**src/hdl/ntc_beta_temperature_convert_unit_macros.svh**
```systemverilog
// Assertion macros for the NTC beta temperature converter.
// Included by the files that carry concurrent checks; expects clk and rst_n in scope.
`ifndef NTC_BETA_TEMPERATURE_CONVERT_UNIT_MACROS_SVH
`define NTC_BETA_TEMPERATURE_CONVERT_UNIT_MACROS_SVH

// Same-cycle implication, disabled in reset
`define NTCB_ASSERT_IMPLY(lbl, pre, post, msg) \
  lbl: assert property (@(posedge clk) disable iff (!rst_n) (pre) |-> (post)) \
    else $error(msg);

// Next-cycle implication, disabled in reset
`define NTCB_ASSERT_NEXT(lbl, pre, post, msg) \
  lbl: assert property (@(posedge clk) disable iff (!rst_n) (pre) |=> (post)) \
    else $error(msg);

`endif

```
**src/hdl/ntcb_pkg.sv**
```systemverilog
// Shared types and constants for the NTC beta temperature converter.
// No dependencies; imported by every module of the block.
package ntcb_pkg;

  localparam int ADC_BITS_DEF  = 10;
  localparam int LOG_FRAC_DEF  = 16;
  localparam int MANT_W        = 31;  // Q30 mantissa in [1,2)
  localparam int K_W           = 4;   // integer part of log2, 0..11
  localparam int MV_W          = 12;
  localparam int MV_MAX        = 4095;
  localparam int QB            = 18;  // quotient bits kept by the divider
  localparam int TEMP_W        = 18;
  localparam int ZERO_C_CENTIK = 27315;
  localparam int TEMP_MIN      = -30000;
  localparam int TEMP_MAX      = 100000;
  localparam logic [29:0] LN2_Q30 = 30'd744261118;

  localparam logic [11:0] GAIN_RST = 12'd1501;
  localparam logic [11:0] REF_RST  = 12'd1500;
  localparam logic [13:0] BETA_RST = 14'd3380;
  localparam logic [15:0] NOM_RST  = 16'd29815;

  typedef enum logic [1:0] {
    ST_OK   = 2'd0,
    ST_ZERO = 2'd1,
    ST_HIGH = 2'd2
  } ntcb_status_t;

  typedef enum logic [1:0] {
    REG_ADC_GAIN  = 2'd0,
    REG_REFERENCE = 2'd1,
    REG_BETA      = 2'd2,
    REG_NOMINAL   = 2'd3
  } ntcb_reg_t;

  // Side information that rides along with each sample
  typedef struct packed {
    logic [MV_W-1:0] mv;
    ntcb_status_t    status;
    logic            sat;
  } ntcb_tag_t;

endpackage

```
**src/hdl/ntcb_log_cell.sv**
```systemverilog
// One squaring step of the two parallel log2 chains.
// Depends on ntcb_pkg; instantiated once per fraction bit by the top level.
module ntcb_log_cell import ntcb_pkg::*; #(
  parameter int FRAC_BITS = LOG_FRAC_DEF
) (
  input  logic                 clk,
  input  logic                 rst_n,
  input  logic                 en,
  input  logic                 v_in,
  input  ntcb_tag_t            tag_in,
  input  logic [MANT_W-1:0]    ma_in,
  input  logic [MANT_W-1:0]    mb_in,
  input  logic [FRAC_BITS-1:0] fa_in,
  input  logic [FRAC_BITS-1:0] fb_in,
  input  logic [K_W-1:0]       ka_in,
  input  logic [K_W-1:0]       kb_in,
  output logic                 v_out,
  output ntcb_tag_t            tag_out,
  output logic [MANT_W-1:0]    ma_out,
  output logic [MANT_W-1:0]    mb_out,
  output logic [FRAC_BITS-1:0] fa_out,
  output logic [FRAC_BITS-1:0] fb_out,
  output logic [K_W-1:0]       ka_out,
  output logic [K_W-1:0]       kb_out
);

  logic                   v_r;
  ntcb_tag_t              tag_r;
  logic [MANT_W-1:0]      ma_r, mb_r, ma_nxt, mb_nxt;
  logic [FRAC_BITS-1:0]   fa_r, fb_r, fa_nxt, fb_nxt;
  logic [K_W-1:0]         ka_r, kb_r;
  logic [2*MANT_W-1:0]    sqa, sqb;
  logic [MANT_W:0]        ta, tb;

  // Square both mantissas, keep Q30, halve when the square reaches two
  always_comb begin
    sqa    = {{MANT_W{1'b0}}, ma_in} * {{MANT_W{1'b0}}, ma_in};
    sqb    = {{MANT_W{1'b0}}, mb_in} * {{MANT_W{1'b0}}, mb_in};
    ta     = sqa[2*MANT_W-1:MANT_W-1];
    tb     = sqb[2*MANT_W-1:MANT_W-1];
    ma_nxt = ta[MANT_W] ? ta[MANT_W:1] : ta[MANT_W-1:0];
    mb_nxt = tb[MANT_W] ? tb[MANT_W:1] : tb[MANT_W-1:0];
    fa_nxt = {fa_in[FRAC_BITS-2:0], ta[MANT_W]};
    fb_nxt = {fb_in[FRAC_BITS-2:0], tb[MANT_W]};
  end

  // Hand the step to the next cell
  always_ff @(posedge clk) begin
    if (!rst_n) begin
      v_r <= 1'b0;
    end else if (en) begin
      v_r <= v_in;
    end
    if (en) begin
      tag_r <= tag_in;
      ma_r  <= ma_nxt;
      mb_r  <= mb_nxt;
      fa_r  <= fa_nxt;
      fb_r  <= fb_nxt;
      ka_r  <= ka_in;
      kb_r  <= kb_in;
    end
  end

  assign v_out   = v_r;
  assign tag_out = tag_r;
  assign ma_out  = ma_r;
  assign mb_out  = mb_r;
  assign fa_out  = fa_r;
  assign fb_out  = fb_r;
  assign ka_out  = ka_r;
  assign kb_out  = kb_r;

endmodule

```
**config.mk**
```make
export PLATFORM = sky130hd
export DESIGN_NAME = ntcb_log_cell
export DESIGN_NICKNAME = d
export VERILOG_FILES = /design/src/hdl/ntc_beta_temperature_convert_unit_macros.svh /design/src/hdl/ntcb_pkg.sv /design/src/hdl/ntcb_log_cell.sv
export SDC_FILE = /design/constraint.sdc
export NUM_CORES = 2
export LEC_CHECK = 0
export BUFFER_PORTS_ARGS = -buffer_cell sky130_fd_sc_hd__clkbuf_2
export CAP_MARGIN = 10
export CORE_AREA = 2 2 404 406
export CTS_BUF_LIST = sky130_fd_sc_hd__clkbuf_8
export DETAILED_ROUTE_END_ITERATION = 10
export DIE_AREA = 0 0 406 408
export HOLD_SLACK_MARGIN = 0.06
export PLACE_DENSITY_LB_ADDON = 0.08
export RECOVER_POWER = 25
export SYNTH_ARGS = -nofsm -noshare
export SYNTH_HDL_FRONTEND = slang
export SYNTH_SLANG_ARGS = --single-unit
```
**constraint.sdc**
```tcl
create_clock -name clk -period 10.2 [get_ports clk]
set_input_delay 1.02 -clock clk [delete_from_list [all_inputs] [get_ports clk]]
set_output_delay 1.02 -clock clk [all_outputs]
set_load 0.1 [all_outputs]
```
==> summary.md <==
| Metric | Value |
|---|---|
| Status | `finished with violations` |
| Failing checks | `max-capacitance violations, max-slew violations` |
| Die area | `165,600 µm²` |
| Setup CP Type | `input pin to flip-flop` |
| Num CTS Buffers | `17` |
| Clock root buffer | `clkbuf_8` |
| Skew final | `0 ns` |
| Post-DRT Antenna Nets | `0` |
| Worst-Margin Slew | `2.665 ns` |
| Die width | `406 µm` |
| CTS Buffer Depth | `2` |
| Routability cong. | `0.8568` |
| Worst EP required | `10.42 ns` |
| Clock period minus worst slack | `9.345 ns` |
| Number of setup buffers added after CTS | `0` |
| TritonCTS clock tree | `yes` |
| Cells after synthesis | `5,933` |
| Unrepaired setup endpoints after global routing | `false` |
| Setup TNS | `0 ns` |
| Die span in y | `408 µm` |
| Clock sinks | `118` |
| R2r setup slk | `9.60 ns` |
| Final setup vio count | `0` |
| Syn nets | `8,082` |
| Clk Latency, worst-skew pair | `0.48 ns` |
| Critical Path End | `ma_out[3]` |
| Post-cts gate resize count | `0` |
| Clock transition time at the flip-flop clock pins of the worst setup and hold paths | `0.07 ns` |
| Most frequent CP cell | `fa_1` |
| CP Max Fanout | `16` |
| Crit end category | `flip-flop` |
| R2r worst-path depth | `2` |
| Syn Std Cell Area | `57,630 µm²` |
| Rows | `148` |
| Pre-Repair DR Iteration Count | `5` |
| Hold Path Class | `flip-flop to flip-flop` |
| Filler instances | `16,460` |
| Ratio of cells with drive above 1 in the final layout | `7.786%` |
| CP Launch Type | `input pin` |
| Async set-reset flop share out of synthesis | `0%` |
| Starting density of the core | `35.65%` |
| Vias | `38,190` |
| Seq/Total Area, Yosys | `6.132%` |
| First-pass GRT wire length | `263,300 µm` |
| R2r endpoint | `v_out` |
| Synth Flop Type | `edfxtp_1` |
| Vias in the first global route | `44,580` |
| Drt wl/cell | `19.46 µm` |
| Fin util | `38.67%` |
| Port Buf Inserts | `236` |
| Hold Vio Cnt, Final | `0` |
| Initial antenna violation count | `14` |
| I/O pin cnt | `239` |
| CP peak stage delay | `0.63 ns` |
| DRC | `0` |
| Area grow syn2layout | `8.483%` |
| Max Clock Freq | `107.0 MHz` |
| Hold buffer count at cts | `0` |
| Yosys warns | `0` |
| Hpwl dp | `141,000 µm` |
| Max Slew Vio Count | `51` |
| Synth Area per Inst | `9.713 µm²` |
| Crit path DAT | `9.56 ns` |
| Worst r2r src | `v_out` |
| Largest net degree at the start of global routing | `70` |
| Final net count | `8,288` |
| First DRT Iteration DRCs | `1,752` |
| Final wirelength | `162,100 µm` |
| Number of flops mapped to enable cells by yosys | `117` |
| Total track usage | `20.90%` |
| Drt via density | `4.584` |
| Placed Cells | `8,295` |
| Crit path from | `ma_in[9]` |
| FF+latch count, synth | `118` |
| H-tree depth | `4` |
| MaxCap Viol Count | `1` |
| Max-slew headroom | `-77.64%` |
| Tcrit/Tclk final | `91.61%` |
| Total global routing overflow | `0` |
| Final non-filler cell total | `8,331` |
| Slowest cell on crit path | `o31ai_1` |
| Synth cell types | `69` |
| Core box area | `161,700 µm²` |
## metrics by stage
step | area, µm² | hold WS (ns) | setup slack (ns)
finish | 62510 | 0.5297 | 0.8555
CTS | 62510 | 0.5325 | 0.8664
global route | 62510 | 0.5671 | 0.3930
floorplan | 57630 | 0.9807 | 1.292
detailed placement | 62130 | 0.5145 | 0.3514
global placement | 62130 | 0.5134 | 0.3263
## cell type report
type                    instances  area, µm²  share of cell area (%)
inverters                    1818       6824                   10.92
clock buffers                  19      261.5                  0.4183
multi-input cells            3784      46480                   74.36
diodes                          4      10.01                 0.01601
well taps                    2175       2721                   4.353
repair buffers                400       2560                   4.095
clock inverters                13      118.9                  0.1901
flip-flops and latches        118       3533                   5.652
## critical path, delay by kind of cell
| kind | cells | cell delay, ns |
|---|---|---|
| adder cells (fa/ha/maj) | 9 | 3.90 |
| AND/OR/NAND/NOR | 2 | 0.49 |
| buffers and inverters | 10 | 1.69 |
| XOR/XNOR | 1 | 0.26 |
| multiplexers | 1 | 0.41 |
| AO/OA/AOI/OAI | 7 | 1.77 |
## flip-flops by register name, indices dropped and copies added, names as in the netlist
signal   cells
ma_out      31
mb_out      31
fa_out      16
fb_out      16
tag_out     15
ka_out       4
kb_out       4
v_out        1
## how the worst min path moves through the flow
stage | startpoint | cells after the start | to
floorplan | v_out | 2 | v_out
global placement | v_out | 2 | v_out
detailed placement | v_out | 2 | v_out
CTS | v_out | 2 | v_out
global route | v_out | 2 | v_out
finish | v_out | 2 | v_out
## cell families (layout without fill, tap and decap cells)
family	count (synthesis)	in the layout	synth area share, %
AO/OA/AOI/OAI	386	386	4.327
XOR/XNOR	111	111	1.687
adder cells (fa/ha/maj)	2028	2028	63.50
buffers and inverters	2031	2250	13.24
flip-flops	118	118	6.132
multiplexers	56	56	1.062
other	0	4	0
AND/OR/NAND/NOR	1203	1203	10.05
## per-layer routing
layer  up-vias  track usage [%]  wire length, µm
met2       671            34.24            76640
met3       125            2.894             7222
met1     19700            29.92            75730
met4        14            3.198             2401
li1      17670                -                -
met5         -                0               99
## cells in the mapped netlist (all sizes together) (9+ instances only)
library cell  instances  share of area [%]
a21o                 74               0.96
a21oi               130                1.1
a31o                  9               0.14
a31oi                 9              0.098
and2                381                4.1
clkbuf              205                1.3
edfxtp              117                6.1
fa                 1494                 52
ha                  534                 12
inv                1817                 12
mux2                 41               0.80
mux2i                15               0.26
nand2               582                3.8
nand3                26               0.23
nand4                29               0.31
nor2                102               0.66
nor2b                21               0.23
nor3                 13               0.11
o21ai                73               0.63
o21bai               21               0.27
or2                  10               0.11
xnor2                53               0.81
xor2                 58               0.88
## cells in the final DEF, fill, tap and decap left out, drive strengths merged, types with 13 or more instances in the layout
cell type / instances
buf: 164
nor2: 102
o21ai: 73
edfxtp: 117
xnor2: 53
nand2: 582
nor3: 13
a21o: 74
and2: 381
ha: 534
o21bai: 21
mux2i: 15
mux2: 41
nor2b: 21
inv: 1821
clkbuf: 255
a21oi: 130
xor2: 58
fa: 1494
nand3: 26
nand4: 29
Power is left out: the tool's default activity adds up to more than one toggle a clock period on the data nets, which glitch-free logic cannot reach.
