$ cat config.mk
export PLATFORM = sky130hd
export DESIGN_NAME = ntcb_div_cell
export DESIGN_NICKNAME = d
export VERILOG_FILES = /design/src/hdl/ntc_beta_temperature_convert_unit_macros.svh /design/src/hdl/ntcb_pkg.sv /design/src/hdl/ntcb_div_cell.sv
export SDC_FILE = /design/constraint.sdc
export NUM_CORES = 1
export LEC_CHECK = 0
export BUFFER_PORTS_ARGS = -buffer_cell sky130_fd_sc_hd__buf_2
export CORE_UTILIZATION = 26
export DETAILED_ROUTE_END_ITERATION = 16
export SETUP_SLACK_MARGIN = 0.1
export SLEW_MARGIN = 40
export SYNTH_ARGS = -nofsm -noshare
export SYNTH_HDL_FRONTEND = slang
export SYNTH_SLANG_ARGS = --single-unit
$ cat constraint.sdc
create_clock -name clk -period 7.82 [get_ports clk]
set_input_delay 0.391 -clock clk [delete_from_list [all_inputs] [get_ports clk]]
set_output_delay 0.391 -clock clk [all_outputs]
set_load 0.005 [all_outputs]
$ cat src/hdl/ntc_beta_temperature_convert_unit_macros.svh
// Assertion macros for the NTC beta temperature converter.
// Included by the files that carry concurrent checks; expects clk and rst_n in scope.
`ifndef NTC_BETA_TEMPERATURE_CONVERT_UNIT_MACROS_SVH
`define NTC_BETA_TEMPERATURE_CONVERT_UNIT_MACROS_SVH

// Same-cycle implication, disabled in reset
`define NTCB_ASSERT_IMPLY(lbl, pre, post, msg) \
  lbl: assert property (@(posedge clk) disable iff (!rst_n) (pre) |-> (post)) \
    else $error(msg);

// Next-cycle implication, disabled in reset
`define NTCB_ASSERT_NEXT(lbl, pre, post, msg) \
  lbl: assert property (@(posedge clk) disable iff (!rst_n) (pre) |=> (post)) \
    else $error(msg);

`endif

$ cat src/hdl/ntcb_pkg.sv
// Shared types and constants for the NTC beta temperature converter.
// No dependencies; imported by every module of the block.
package ntcb_pkg;

  localparam int ADC_BITS_DEF  = 10;
  localparam int LOG_FRAC_DEF  = 16;
  localparam int MANT_W        = 31;  // Q30 mantissa in [1,2)
  localparam int K_W           = 4;   // integer part of log2, 0..11
  localparam int MV_W          = 12;
  localparam int MV_MAX        = 4095;
  localparam int QB            = 18;  // quotient bits kept by the divider
  localparam int TEMP_W        = 18;
  localparam int ZERO_C_CENTIK = 27315;
  localparam int TEMP_MIN      = -30000;
  localparam int TEMP_MAX      = 100000;
  localparam logic [29:0] LN2_Q30 = 30'd744261118;

  localparam logic [11:0] GAIN_RST = 12'd1501;
  localparam logic [11:0] REF_RST  = 12'd1500;
  localparam logic [13:0] BETA_RST = 14'd3380;
  localparam logic [15:0] NOM_RST  = 16'd29815;

  typedef enum logic [1:0] {
    ST_OK   = 2'd0,
    ST_ZERO = 2'd1,
    ST_HIGH = 2'd2
  } ntcb_status_t;

  typedef enum logic [1:0] {
    REG_ADC_GAIN  = 2'd0,
    REG_REFERENCE = 2'd1,
    REG_BETA      = 2'd2,
    REG_NOMINAL   = 2'd3
  } ntcb_reg_t;

  // Side information that rides along with each sample
  typedef struct packed {
    logic [MV_W-1:0] mv;
    ntcb_status_t    status;
    logic            sat;
  } ntcb_tag_t;

endpackage

$ cat src/hdl/ntcb_div_cell.sv
// One restoring-division step: a single quotient bit per cell.
// Depends on ntcb_pkg; instantiated QB times by the top level.
module ntcb_div_cell import ntcb_pkg::*; #(
  parameter int REM_W = 57,
  parameter int DEN_W = 39,
  parameter int SHIFT = 0
) (
  input  logic             clk,
  input  logic             rst_n,
  input  logic             en,
  input  logic             v_in,
  input  ntcb_tag_t        tag_in,
  input  logic [REM_W-1:0] rem_in,
  input  logic [DEN_W-1:0] den_in,
  input  logic [QB-1:0]    q_in,
  output logic             v_out,
  output ntcb_tag_t        tag_out,
  output logic [REM_W-1:0] rem_out,
  output logic [DEN_W-1:0] den_out,
  output logic [QB-1:0]    q_out
);

  logic             v_r;
  ntcb_tag_t        tag_r;
  logic [REM_W-1:0] rem_r, rem_nxt, trial;
  logic [DEN_W-1:0] den_r;
  logic [QB-1:0]    q_r, q_nxt;
  logic             ge;

  // Compare against the shifted divisor, subtract on a hit
  always_comb begin
    trial   = REM_W'(den_in) << SHIFT;
    ge      = (rem_in >= trial);
    rem_nxt = ge ? (rem_in - trial) : rem_in;
    q_nxt   = {q_in[QB-2:0], ge};
  end

  always_ff @(posedge clk) begin
    if (!rst_n) begin
      v_r <= 1'b0;
    end else if (en) begin
      v_r <= v_in;
    end
    if (en) begin
      tag_r <= tag_in;
      rem_r <= rem_nxt;
      den_r <= den_in;
      q_r   <= q_nxt;
    end
  end

  assign v_out   = v_r;
  assign tag_out = tag_r;
  assign rem_out = rem_r;
  assign den_out = den_r;
  assign q_out   = q_r;

endmodule

==> summary.md, run 1 <==
| Metric | Value |
|---|---|
| M1 WL | 9760 um |
| Seq/Total Area, Yosys | 52.4% |
| Placed cell area | 9100 um^2 |
| GRT Total Usage | 14.9% |
| RSZ-0062 raised after global routing | no |
| Syn-to-layout area delta | 29.5% |
| RD Place Congestion | 0.850 |
| WL met2 | 10500 um |
| Clock Latency Late Sink | 0.42 ns |
| Share of cells above drive strength 1 | 32.8% |
| Fin. Hold Viols | 0 |
| Final setup viols | 0 |
| Clock Skews | 0 ns |
| MaxCap Viol Count | 0 |
| Clock root buffer | clkbuf_16 |
| Status | completed |
| Top routing layer in use | met5 |
| Wire per inst | 16.6 um |
| Die width | 171 um |
| Sw power | 568 uW |
| Count leader, synth | edfxtp_1 |
| Global-route wire length before repair | 32400 um |
| Boundary Pins | 263 |
| Pin slew with the least headroom to its limit | 0.687 ns |
| Die area | 29300 um^2 |
| Avg Cell Area, Syn | 10.8 um^2 |
| Critical path's largest stage delay | 0.68 ns |
| Core ar. | 27900 um^2 |
| Highest-delay cell along the critical path | nor4_1 |
| Internal power | 1440 uW |
| Clock transition at the registers of the reported paths | 0.06 ns |
| Total gr overflow | 0 |
| Routed Antenna Nets | 0 |
| Clock share of power | 35.9% |
| Hold buffers post-CTS | 0 |
| Drc violations | 0 |
| Async SR Flop Fraction | 0% |
| Post-CTS Setup Bufs | 0 |
| CTS Buf Count | 17 |
| WL met3 | 1590 um |
| Via-to-Cell Ratio | 4.61 |
| Rel. slew slack | 53.8% |
| Vias post-DR | 6157 |
| Peak supply drop | 0.0000951 V |
| Fin nets | 1115 |
| Sw Share | 28.3% |
| Cells after synthesis | 686 |
| Cts repair resizes | 0 |
| CTS tree | done |
| Worst-path cell chain | buf_2 -> inv_1 -> ha_1 -> nand4_1 -> nor4_1 -> nand3_1 -> a21oi_1 -> o31ai_1 -> nand2_4 -> buf_4 -> o41a_1 -> nand2_1 -> a21o_1 |
| Hpwl dp | 17400 um |
| First-pass DRT Iterations | 5 |
| Tmin final | 3.86 ns |
| I/O Buffers | 261 |
| PD cells | 208 nW/um^2 |
| Setup TNS Final | 0 ns |
| Iteration-0 DRC Markers | 339 |
| Leading area contributor after synthesis | edfxtp_1 |
| Crit path arrival time | 4.04 ns |
| Top-area cell type share of the netlist area | 52.1% |
| CTS Buffer Depth | 2 |
| Startpoint Class | primary input |
| Max Freq | 259 MHz |
| Cell area after layout | 9630 um^2 |
| Initial Util | 26.6% |
| Most area-consuming cells after synthesis | edfxtp_1, ha_1, a21oi_1, nor2_1, xnor2_1 |
| Mapped cell area | 7430 um^2 |
| Initial antenna violation count | 3 |
| Die H | 171 um |
| Comb power frac | 20.5% |
| Leak Pwr | 0.00407 uW |
| Fin crit share | 49.4% |
| Max-slew violations | 0 |
| Total wire length | 22200 um |
| H-tree depth | 4 |
| Setup Crit Path Kind | in2reg |
| Synth warnings | 0 |
| Post-synth EDFFs | 129 |
| Vias in the first global route | 5906 |
| Syn Nets | 859 |
| CP max FO | 52 |
| FF+latch count, synth | 130 |
| Largest net degree at the start of global routing | 62 |
| Critical Path RT | 8.00 ns |
| HP Class | in2reg |
| Crit end category | flip-flop |
| Commonest cells post-synth | edfxtp_1, a21oi_1, nor2_1, inv_1, nand2_1 |
| Sink Count | 130 |
| Power Total | 2000 uW |
| Distinct cells, synth | 61 |
| Top FF cell, synth | edfxtp_1 |
| Rows | 61 |
| Final Hold Slack | 0.142 ns |
| Register share of total power | 43.6% |
[cell families (layout without fill, tap and decap cells)]
kind of cell | Yosys count | in the layout | synth area share [%]
AND/OR/NAND/NOR | 210 | 210 | 14.1
adder cells (fa/ha/maj) | 40 | 40 | 6.83
buffers and inverters | 74 | 343 | 4.51
multiplexers | 7 | 7 | 1.04
flip-flops | 130 | 130 | 52.4
AO/OA/AOI/OAI | 172 | 172 | 14.9
other | 0 | 3 | 0
XOR/XNOR | 53 | 53 | 6.24
[final timing paths]
kind | slack [ns] | startpoint | cells after the start | to
setup reg to reg | 7.23 | v_out$_SDFFE_PN0P_ | 2 | v_out$_SDFFE_PN0P_
setup / recovery | 3.96 | den_in[31] | 13 | rem_out[48]$_DFFE_PP_
hold / removal | 0.14 | q_in[10] | 1 | q_out[11]$_DFFE_PP_
hold reg to reg | 0.52 | v_out$_SDFFE_PN0P_ | 2 | v_out$_SDFFE_PN0P_
[per-layer routing]
metal,track usage [%],vias to the layer above
li1,-,3038
met1,18.8,2872
met2,24.4,223
met3,3.98,20
met4,5.20,4
met5,0,-
[power by group through the flow]
stage	combinational, uW	clock [uW]	sequential, uW
2_1_floorplan	211	0	902
3_3_place_gp	410	0	887
3_5_place_dp	411	0	889
4_1_cts	415	745	875
5_1_grt	458	770	882
6_report	411	719	874
[cells in the final DEF (no fill, tap or decap), types with 3 or more instances in the layout]
master      instances
buf_2             260
edfxtp_1          129
a21oi_1            79
nor2_1             69
inv_1              47
nand2_1            44
ha_1               39
xnor2_1            27
xor2_1             26
nand4_1            21
clkbuf_16          17
o21ai_0            15
a21o_1             14
nor3_1             12
nand3_1            10
nor2b_1            10
nor4_1              9
o211ai_1            9
o21a_1              7
o21ai_1             7
a31oi_1             7
and3_1              6
or3_1               6
mux2_1              6
clkinv_2            6
a211oi_1            5
and2_1              4
a21boi_1            4
clkinvlp_4          4
diode_2             3
a211o_1             3
o31ai_1             3
or4_1               3
nor3_2              3
or2_2               3
nand2b_1            3
[worst max-delay path: cells and delay by family]
| family | cells | cell delay (ns) |
|---|---|---|
| buffers and inverters | 3 | 0.57 |
| AOI/OAI and AO/OA | 4 | 0.96 |
| and+or+nand+nor | 5 | 1.63 |
| adders and majority gates | 1 | 0.43 |
[metrics by stage]
| stage | utilization, % | std cells | worst slack [ns] |
|---|---|---|---|
| global placement | 32.5 | 1300 | 3.16 |
| floorplan | - | 686 | 5.00 |
| global route | 34.4 | 1333 | 3.68 |
| detailed placement | 32.6 | 1301 | 3.45 |
| finish | 34.5 | 1336 | 3.96 |
| CTS | 34.4 | 1333 | 3.89 |
[state kept, by name (all words and copies together) (netlist names)]
signal and count:
den_out 39, q_out 18, rem_out 57, tag_out 15, v_out 1
[area by class of cell]
cell class,instances,area [um^2]
fill,2909,18300
sequential,130,3890
multi-input combinational,482,3210
timing repair buffer,264,1350
tap,378,473
clock buffer,17,425
inverter,47,176
clock inverter,15,93.8
antenna,3,7.51
No activity file was read; power rests on OpenSTA's default activity.
==> run 2: changes to the inputs <==
--- a/config.mk
+++ b/config.mk
@@ -5,6 +5,7 @@
 export SDC_FILE = /design/constraint.sdc
 export NUM_CORES = 1
 export LEC_CHECK = 0
+export ABC_AREA = 1
 export BUFFER_PORTS_ARGS = -buffer_cell sky130_fd_sc_hd__buf_2
 export CORE_UTILIZATION = 26
 export DETAILED_ROUTE_END_ITERATION = 16
==> constraint.sdc (replaced) <==
create_clock -name clk -period 3.5 [get_ports clk]
set_input_delay 0.175 -clock clk [delete_from_list [all_inputs] [get_ports clk]]
set_output_delay 0.175 -clock clk [all_outputs]
set_load 0.005 [all_outputs]
==> run 2 against run 1 <==
Net effect: via count up 41%; cell count up 54%; combinational power rose to 2.8 times the previous value; first-iteration DRC count up 46%; critical endpoint is now rem_out[21]$_DFFE_PP_; highest routed layer unchanged; sequential power up 120%; critical path type unchanged.
==> summary.md, run 2 <==
| Metric | Value |
|---|---|
| Vias in the first global route | 8430 (+43%) |
| Mapped cell area | 9150 um^2 (+23%) |
| R2R Path End | v_out$_SDFFE_PN0P_ |
| Cell area after layout | 12300 um^2 (+28%) |
| Met1 Use GR | 23.7% (+4.9 points) |
| Min-Delay Path Depth | 3 (+2) |
| Leading cell type in the layout, fill and taps excluded | nand2_1 |
| Clock root buffer | clkbuf_16 |
| Clock Skews | 0 ns (unchanged) |
| Power Total | 4990 uW (+150%) |
| RSZ-0062 raised after global routing | no |
| Leak Pwr | 0.00618 uW (+52%) |
| Placed Instances | 1954 (+50%) |
| Rel. slew slack | 52.0% (-1.8 points) |
| Count leader, synth | nand2_1 |
| Setup TNS Final | 0 ns (unchanged) |
| Sink Count | 130 (unchanged) |
| Fin nets | 1764 (+58%) |
| Hpwl dp | 25100 um (+44%) |
| Placed cell area | 11000 um^2 (+21%) |
| Core ar. | 34600 um^2 (+24%) |
| Fin crit share | 80.7% |
| Hold endpoint | rem_out[29]$_DFFE_PP_ |
| Final Hold Slack | 0.0334 ns (-0.109 ns) |
| Post-synth EDFFs | 129 (unchanged) |
| Seq/Total Area, Yosys | 42.5% (-9.8 points) |
| HP Class | in2reg |
| Rows | 68 (+11%) |
| Fin cells | 2062 (+54%) |
| Max Freq | 354 MHz |
| Top FF cell, synth | edfxtp_1 |
| H-tree depth | 4 (unchanged) |
| Avg Cell Area, Syn | 7.37 um^2 (-32%) |
| CTS tree | done |
| Total gr overflow | 0 (unchanged) |
| Initial antenna violation count | 3 (unchanged) |
| CTS Buf Count | 17 (unchanged) |
| Worst r2r path cells | 3 (+1) |
| I/O Buffers | 261 (unchanged) |
| Fin. Hold Viols | 0 (unchanged) |
| CTS Buffer Depth | 2 (unchanged) |
| Largest net degree at the start of global routing | 95 (+53%) |
| Iteration-0 DRC Markers | 496 (+46%) |
| Met2 Usage GRT | 28.3% (+3.9 points) |
| Most area-consuming cells after synthesis | edfxtp_1, nand2_1, inv_1, ha_1, nor2_1 |
| Share of cells above drive strength 1 | 22.6% (-10 points) |
| Wire per inst | 15.1 um (-9.2%) |
| PD cells | 404 nW/um^2 (+94%) |
| FF+latch count, synth | 130 (unchanged) |
| Total wire length | 31100 um (+40%) |
| Top-area cell type share of the netlist area | 42.3% (-9.8 points) |
| Crit end category | flip-flop |
| Distinct cells, synth | 36 (-41%) |
| Max-slew violations | 0 (unchanged) |
| Async SR Flop Fraction | 0% (unchanged) |
| Hold Crit Start | rem_in[29] |
| Tmin final | 2.83 ns |
| Syn Nets | 1415 (+65%) |
| Pin slew with the least headroom to its limit | 0.721 ns (+0.0339 ns) |
| First-pass DRT Iterations | 5 (unchanged) |
| RD Place Congestion | 0.865 (+1.7%) |
| Die H | 190 um (+11%) |
| Synth warnings | 0 (unchanged) |
| Reg2reg start | v_out$_SDFFE_PN0P_ |
| Via-to-Cell Ratio | 4.22 (-8.5%) |
| Global-route wire length before repair | 47400 um (+46%) |
| Clock transition at the registers of the reported paths | 0.06 ns (about the same) |
| GRT busiest layer | met2 |
| Syn-to-layout area delta | 34.8% |
| Clock Latency Late Sink | 0.43 ns (about the same) |
| Reg-to-reg slack, setup | 2.25 ns (-4.98 ns) |
| Startpoint Class | primary input |
| Vias post-DR | 8699 (+41%) |
| Initial Util | 26.4% (-0.18 points) |
| Routed Antenna Nets | 0 (unchanged) |
| Max reg flops | 57 (unchanged) |
| Die area | 36000 um^2 (+23%) |
| Setup Crit Path Kind | in2reg |
| Crit path arrival time | 3.00 ns (-1.04 ns) |
| Fill cell count | 3714 (+28%) |
| Leading area contributor after synthesis | edfxtp_1 |
| CP max FO | 41 (-21%) |
| GRT Total Usage | 17.6% (+2.7 points) |
| Critical Path RT | 3.67 ns (-4.33 ns) |
| Boundary Pins | 263 (unchanged) |
| Status | completed |
| Drc violations | 0 (unchanged) |
| MaxCap Viol Count | 0 (unchanged) |
| Most frequent cells in the layout | nand2_1, inv_1, buf_2 |
| Commonest cells post-synth | nand2_1, inv_1, edfxtp_1, nor2_1, nand3_1 |
| Met3 Resource Use GR | 3.28% (-0.70 points) |
| Final setup viols | 0 (unchanged) |
| Die width | 190 um (+11%) |
| Cells after synthesis | 1242 (+81%) |
| Peak supply drop | 0.000325 V (+240%) |
run 2: per-stage QoR:
stage	setup WS (ns)	util (%)
final	0.674	35.6
after global routing	0.517	35.6
after CTS	0.680	35.6
after detailed placement	0.757	31.7
after global placement	0.780	31.7
after floorplan	1.64	-
run 2: logic make-up (layout without fill, tap and decap cells):
group,count (synthesis),count (layout),synth area share [%]
AND/OR/NAND/NOR,701,701,32.3
buffers and inverters,279,641,12.2
flip-flops,130,130,42.5
AO/OA/AOI/OAI,68,68,5.14
adder cells (fa/ha/maj),40,40,5.55
XOR/XNOR,24,24,2.30
other,0,3,0
run 2: worst max path at each step:
stage               cells past startpoint       start  slack (ns)                     to
floorplan                              11  den_in[36]        1.64  rem_out[11]$_DFFE_PP_
global placement                       16  den_in[24]        0.78  rem_out[20]$_DFFE_PP_
detailed placement                     16  den_in[24]        0.76  rem_out[21]$_DFFE_PP_
CTS                                    17  den_in[24]        0.68  rem_out[21]$_DFFE_PP_
global route                           17  den_in[23]        0.52  rem_out[21]$_DFFE_PP_
finish                                 17  den_in[20]        0.67  rem_out[21]$_DFFE_PP_
run 2: cell type report:
type	count	area, um^2	share of cell area [%]
Sequential cell	130	3890	31.6
Antenna cell	3	7.51	0.0608
Clock inverter	11	160	1.30
Clock buffer	21	450	3.65
Tap cell	455	569	4.61
Multi-Input combinational cell	833	4140	33.6
Timing Repair Buffer	339	2100	17.0
Inverter	270	1020	8.25
run 2: critical path, stage by stage:
cell	delay (ns)
dlygate4sd3_1	0.53
buf_2	0.12
inv_1	0.05
ha_1	0.33
nand2_1	0.16
inv_1	0.08
nand2_1	0.06
nand2_1	0.07
nand2_1	0.06
nand2_1	0.11
inv_1	0.09
nand3_2	0.14
nand2_2	0.20
nand2_8	0.15
inv_6	0.26
buf_12	0.25
o21ai_1	0.11
run 2: repair_timing:
item | CTS | global route
hold buffers | 73 | 0
gates resized for setup | 0 | 0
hold endpoints to repair | 72 | 0
endpoints found under the setup margin | 0 | 0
setup buffers | 0 | 0
run 2: where the power goes:
part	internal, uW	switching [uW]	leakage [uW]
clock network	1200	680	0.000297
registers	1910	38.1	0.00127
logic	471	686	0.00461
run 2: layer usage:
layer  wire length (um)  vias up
li1                   -     4544
met1              14800     3923
met4                449        2
met2              14200      210
met5                 13        -
met3               1540       20
==> run 3: changes to the inputs <==
--- a/config.mk
+++ b/config.mk
@@ -5,7 +5,7 @@
 export SDC_FILE = /design/constraint.sdc
 export NUM_CORES = 1
 export LEC_CHECK = 0
-export ABC_AREA = 1
+export ABC_AREA = 0
 export BUFFER_PORTS_ARGS = -buffer_cell sky130_fd_sc_hd__buf_2
 export CORE_UTILIZATION = 26
 export DETAILED_ROUTE_END_ITERATION = 16
==> constraint.sdc (replaced) <==
create_clock -name clk -period 2.71 [get_ports clk]
set_input_delay 0.1355 -clock clk [delete_from_list [all_inputs] [get_ports clk]]
set_output_delay 0.1355 -clock clk [all_outputs]
set_load 0.005 [all_outputs]
==> run 3 against run 2 <==
Net effect: sequential share of layout area is 2.1 points higher; clock skew stayed put; combinational power is 30% higher; non-clock buffer count is 138 higher; wire length is 19% lower; register-to-register slack worse by 0.67 ns; cell area is 6.2% lower; global-route usage is 0.56 points lower; sequential power is 30% higher; die area is 19% lower; critical path type unchanged; critical endpoint is now rem_out[7]$_DFFE_PP_; highest routed layer unchanged.
==> summary.md, run 3 (synthesis results as in run 1) <==
| Metric | Value |
|---|---|
| Max reg flops | 57 (unchanged) |
| PD cells | 569 nW/um^2 (+41%) |
| Total wire length | 25100 um (-19%) |
| Crit end category | flip-flop |
| Die width | 171 um (-9.8%) |
| Critical Path RT | 2.88 ns (-0.79 ns) |
| Post-route setup slack | 0.220 ns (-0.455 ns) |
| Routed Antenna Nets | 0 (unchanged) |
| Fin crit share | 91.9% |
| Fin. Hold Viols | 0 (unchanged) |
| Worst-path cell chain | dlygate4sd3_1 -> buf_2 -> inv_1 -> ha_1 -> a2111oi_2 -> buf_4 -> o21ai_0 -> nor2_2 -> nand2_2 -> buf_4 -> mux2_1 |
| Placed Instances | 1440 (-26%) |
| Clock transition at the registers of the reported paths | 0.06 ns (about the same) |
| Layout Utilization | 41.4% (+5.8 points) |
| First-pass DRT Iterations | 5 (unchanged) |
| Die H | 171 um (-9.8%) |
| Max Freq | 402 MHz |
| Wire per inst | 16.2 um (+7.8%) |
| RSZ-0062 raised after global routing | yes |
| CP max FO | 14 (-66%) |
| Total gr overflow | 0 (unchanged) |
| HP Class | in2reg |
| Die area | 29300 um^2 (-19%) |
| Status | completed |
| Multi-input logic area | 3250 um^2 (-22%) |
| Highest-delay cell along the critical path | dlygate4sd3_1 |
| Initial antenna violation count | 2 (-1) |
| Final Hold Slack | 0.0214 ns (-0.0119 ns) |
| Hpwl dp | 19500 um (-22%) |
| Global-route wire length before repair | 37400 um (-21%) |
| H-tree depth | 4 (unchanged) |
| Max-slew violations | 0 (unchanged) |
| Core ar. | 27900 um^2 (-19%) |
| Pre-CTS setup slack | -0.216 ns (-0.974 ns) |
| Share of cells above drive strength 1 | 39.6% (+17 points) |
| Tmin final | 2.49 ns |
| CTS tree | done |
| Crit path arrival time | 2.66 ns (-0.34 ns) |
| Startpoint Class | primary input |
| RD Place Congestion | 0.893 (+3.3%) |
| Fin nets | 1329 (-25%) |
| Sink Count | 130 (unchanged) |
| Sequential Area | 3890 um^2 (unchanged) |
| Initial Util | 26.6% (+0.18 points) |
| Leading cell type in the layout, fill and taps excluded | buf_2 |
| Pin slew with the least headroom to its limit | 0.600 ns (-0.121 ns) |
| Rows | 61 (-10%) |
| CTS Buffer Depth | 2 (unchanged) |
| Drc violations | 0 (unchanged) |
| Leak Pwr | 0.00511 uW (-17%) |
| Fill cell count | 2772 (-25%) |
| Peak supply drop | 0.000326 V (+0.36%) |
| Setup TNS Final | 0 ns (unchanged) |
| Iteration-0 DRC Markers | 325 (-34%) |
| Boundary Pins | 263 (unchanged) |
| Vias in the first global route | 7093 (-16%) |
| GRT Total Usage | 17.0% (-0.56 points) |
| CTS Buf Count | 17 (unchanged) |
| Vias post-DR | 6943 (-20%) |
| Most frequent cells in the layout | buf_2, buf_4, edfxtp_1 |
| Final setup viols | 0 (unchanged) |
| Largest net degree at the start of global routing | 57 (-40%) |
| Critical path's largest stage delay | 0.53 ns (about the same) |
| Via-to-Cell Ratio | 4.49 (+6.3%) |
| Rel. slew slack | 59.6% (+7.6 points) |
| Clock Skews | 0 ns (unchanged) |
| Crit-path most repeated cell | buf_4 |
| MaxCap Viol Count | 0 (unchanged) |
| Fin cells | 1548 (-25%) |
| Syn-to-layout area delta | 55.7% |
| Setup Crit Path Kind | in2reg |
| Clock Latency Late Sink | 0.42 ns (about the same) |
| Clock root buffer | clkbuf_16 |
| I/O Buffers | 261 (unchanged) |
==> run 3: cell count changes in the layout (fill, tap and decap cells not counted), moves of 8 or more <==
cell      previous run  this run
a21oi_2             10         2
nand3b_1            11         0
inv_1              263        47
o211ai_1             0         9
a21oi_1             22        78
nand2_1            470        43
o21ai_2             22         2
nand3_1             56        10
o21ai_0              6        15
nor2b_1              0        10
buf_4                4       141
xor2_1               3        26
a21o_1               0        14
nor2_1              99        68
==> run 3: worst max-delay path: cells and delay by family <==
family,cells,cell delay (ns)
multiplexers,1,0.32
AO/OA/AOI/OAI,2,0.49
adder cells (fa/ha/maj),1,0.23
buffers and inverters,5,1.10
AND/OR/NAND/NOR,2,0.37
==> run 3: final timing paths <==
path                 startpoint                    to  slack, ns  cells past startpoint
max                  den_in[37]  rem_out[7]$_DFFE_PP_       0.22                     11
min                   rem_in[4]  rem_out[4]$_DFFE_PP_       0.02                      2
max reg2reg  v_out$_SDFFE_PN0P_    v_out$_SDFFE_PN0P_       1.58                      3
min reg2reg  v_out$_SDFFE_PN0P_    v_out$_SDFFE_PN0P_       1.05                      3
==> run 3: cell type report <==
type,instances,share of cell area (%)
clock buffer,17,3.67
timing repair buffer,477,27.1
sequential,130,33.6
antenna,1,0.0216
inverter,47,1.52
tap,378,4.09
multi-input combinational,483,28.1
clock inverter,15,1.84
==> run 3: timing repair <==
| action | CTS | global route |
|---|---|---|
| endpoints found under the setup margin | 0 | 46 |
| setup buffers | 0 | 2 |
| endpoints found under the hold margin | 71 | 0 |
| hold buffers | 72 | 0 |
| gates resized for setup | 0 | 12 |
==> run 3: metal layers <==
metal / vias to the layer above / GRT usage, % / routed length, um
met5: - / 0 / 13
met4: 2 / 5.75 / 378
met3: 21 / 3.79 / 1360
met2: 207 / 28.9 / 12200
met1: 3244 / 21.1 / 11200
li1: 3469 / - / -
==> run 3: through the flow <==
step	area (um^2)	power (uW)
6_report	11600	6590
5_1_grt	11600	6900
4_1_cts	11500	6660
3_5_place_dp	10200	4000
3_3_place_gp	10200	3990
2_1_floorplan	7430	3210
==> run 3: where the power goes <==
part | internal (uW) | total [uW] | switching (uW)
clock | 1630 | 2540 | 916
combinational | 764 | 1510 | 750
sequential | 2480 | 2530 | 56.0
total | 4860 | 6590 | 1720
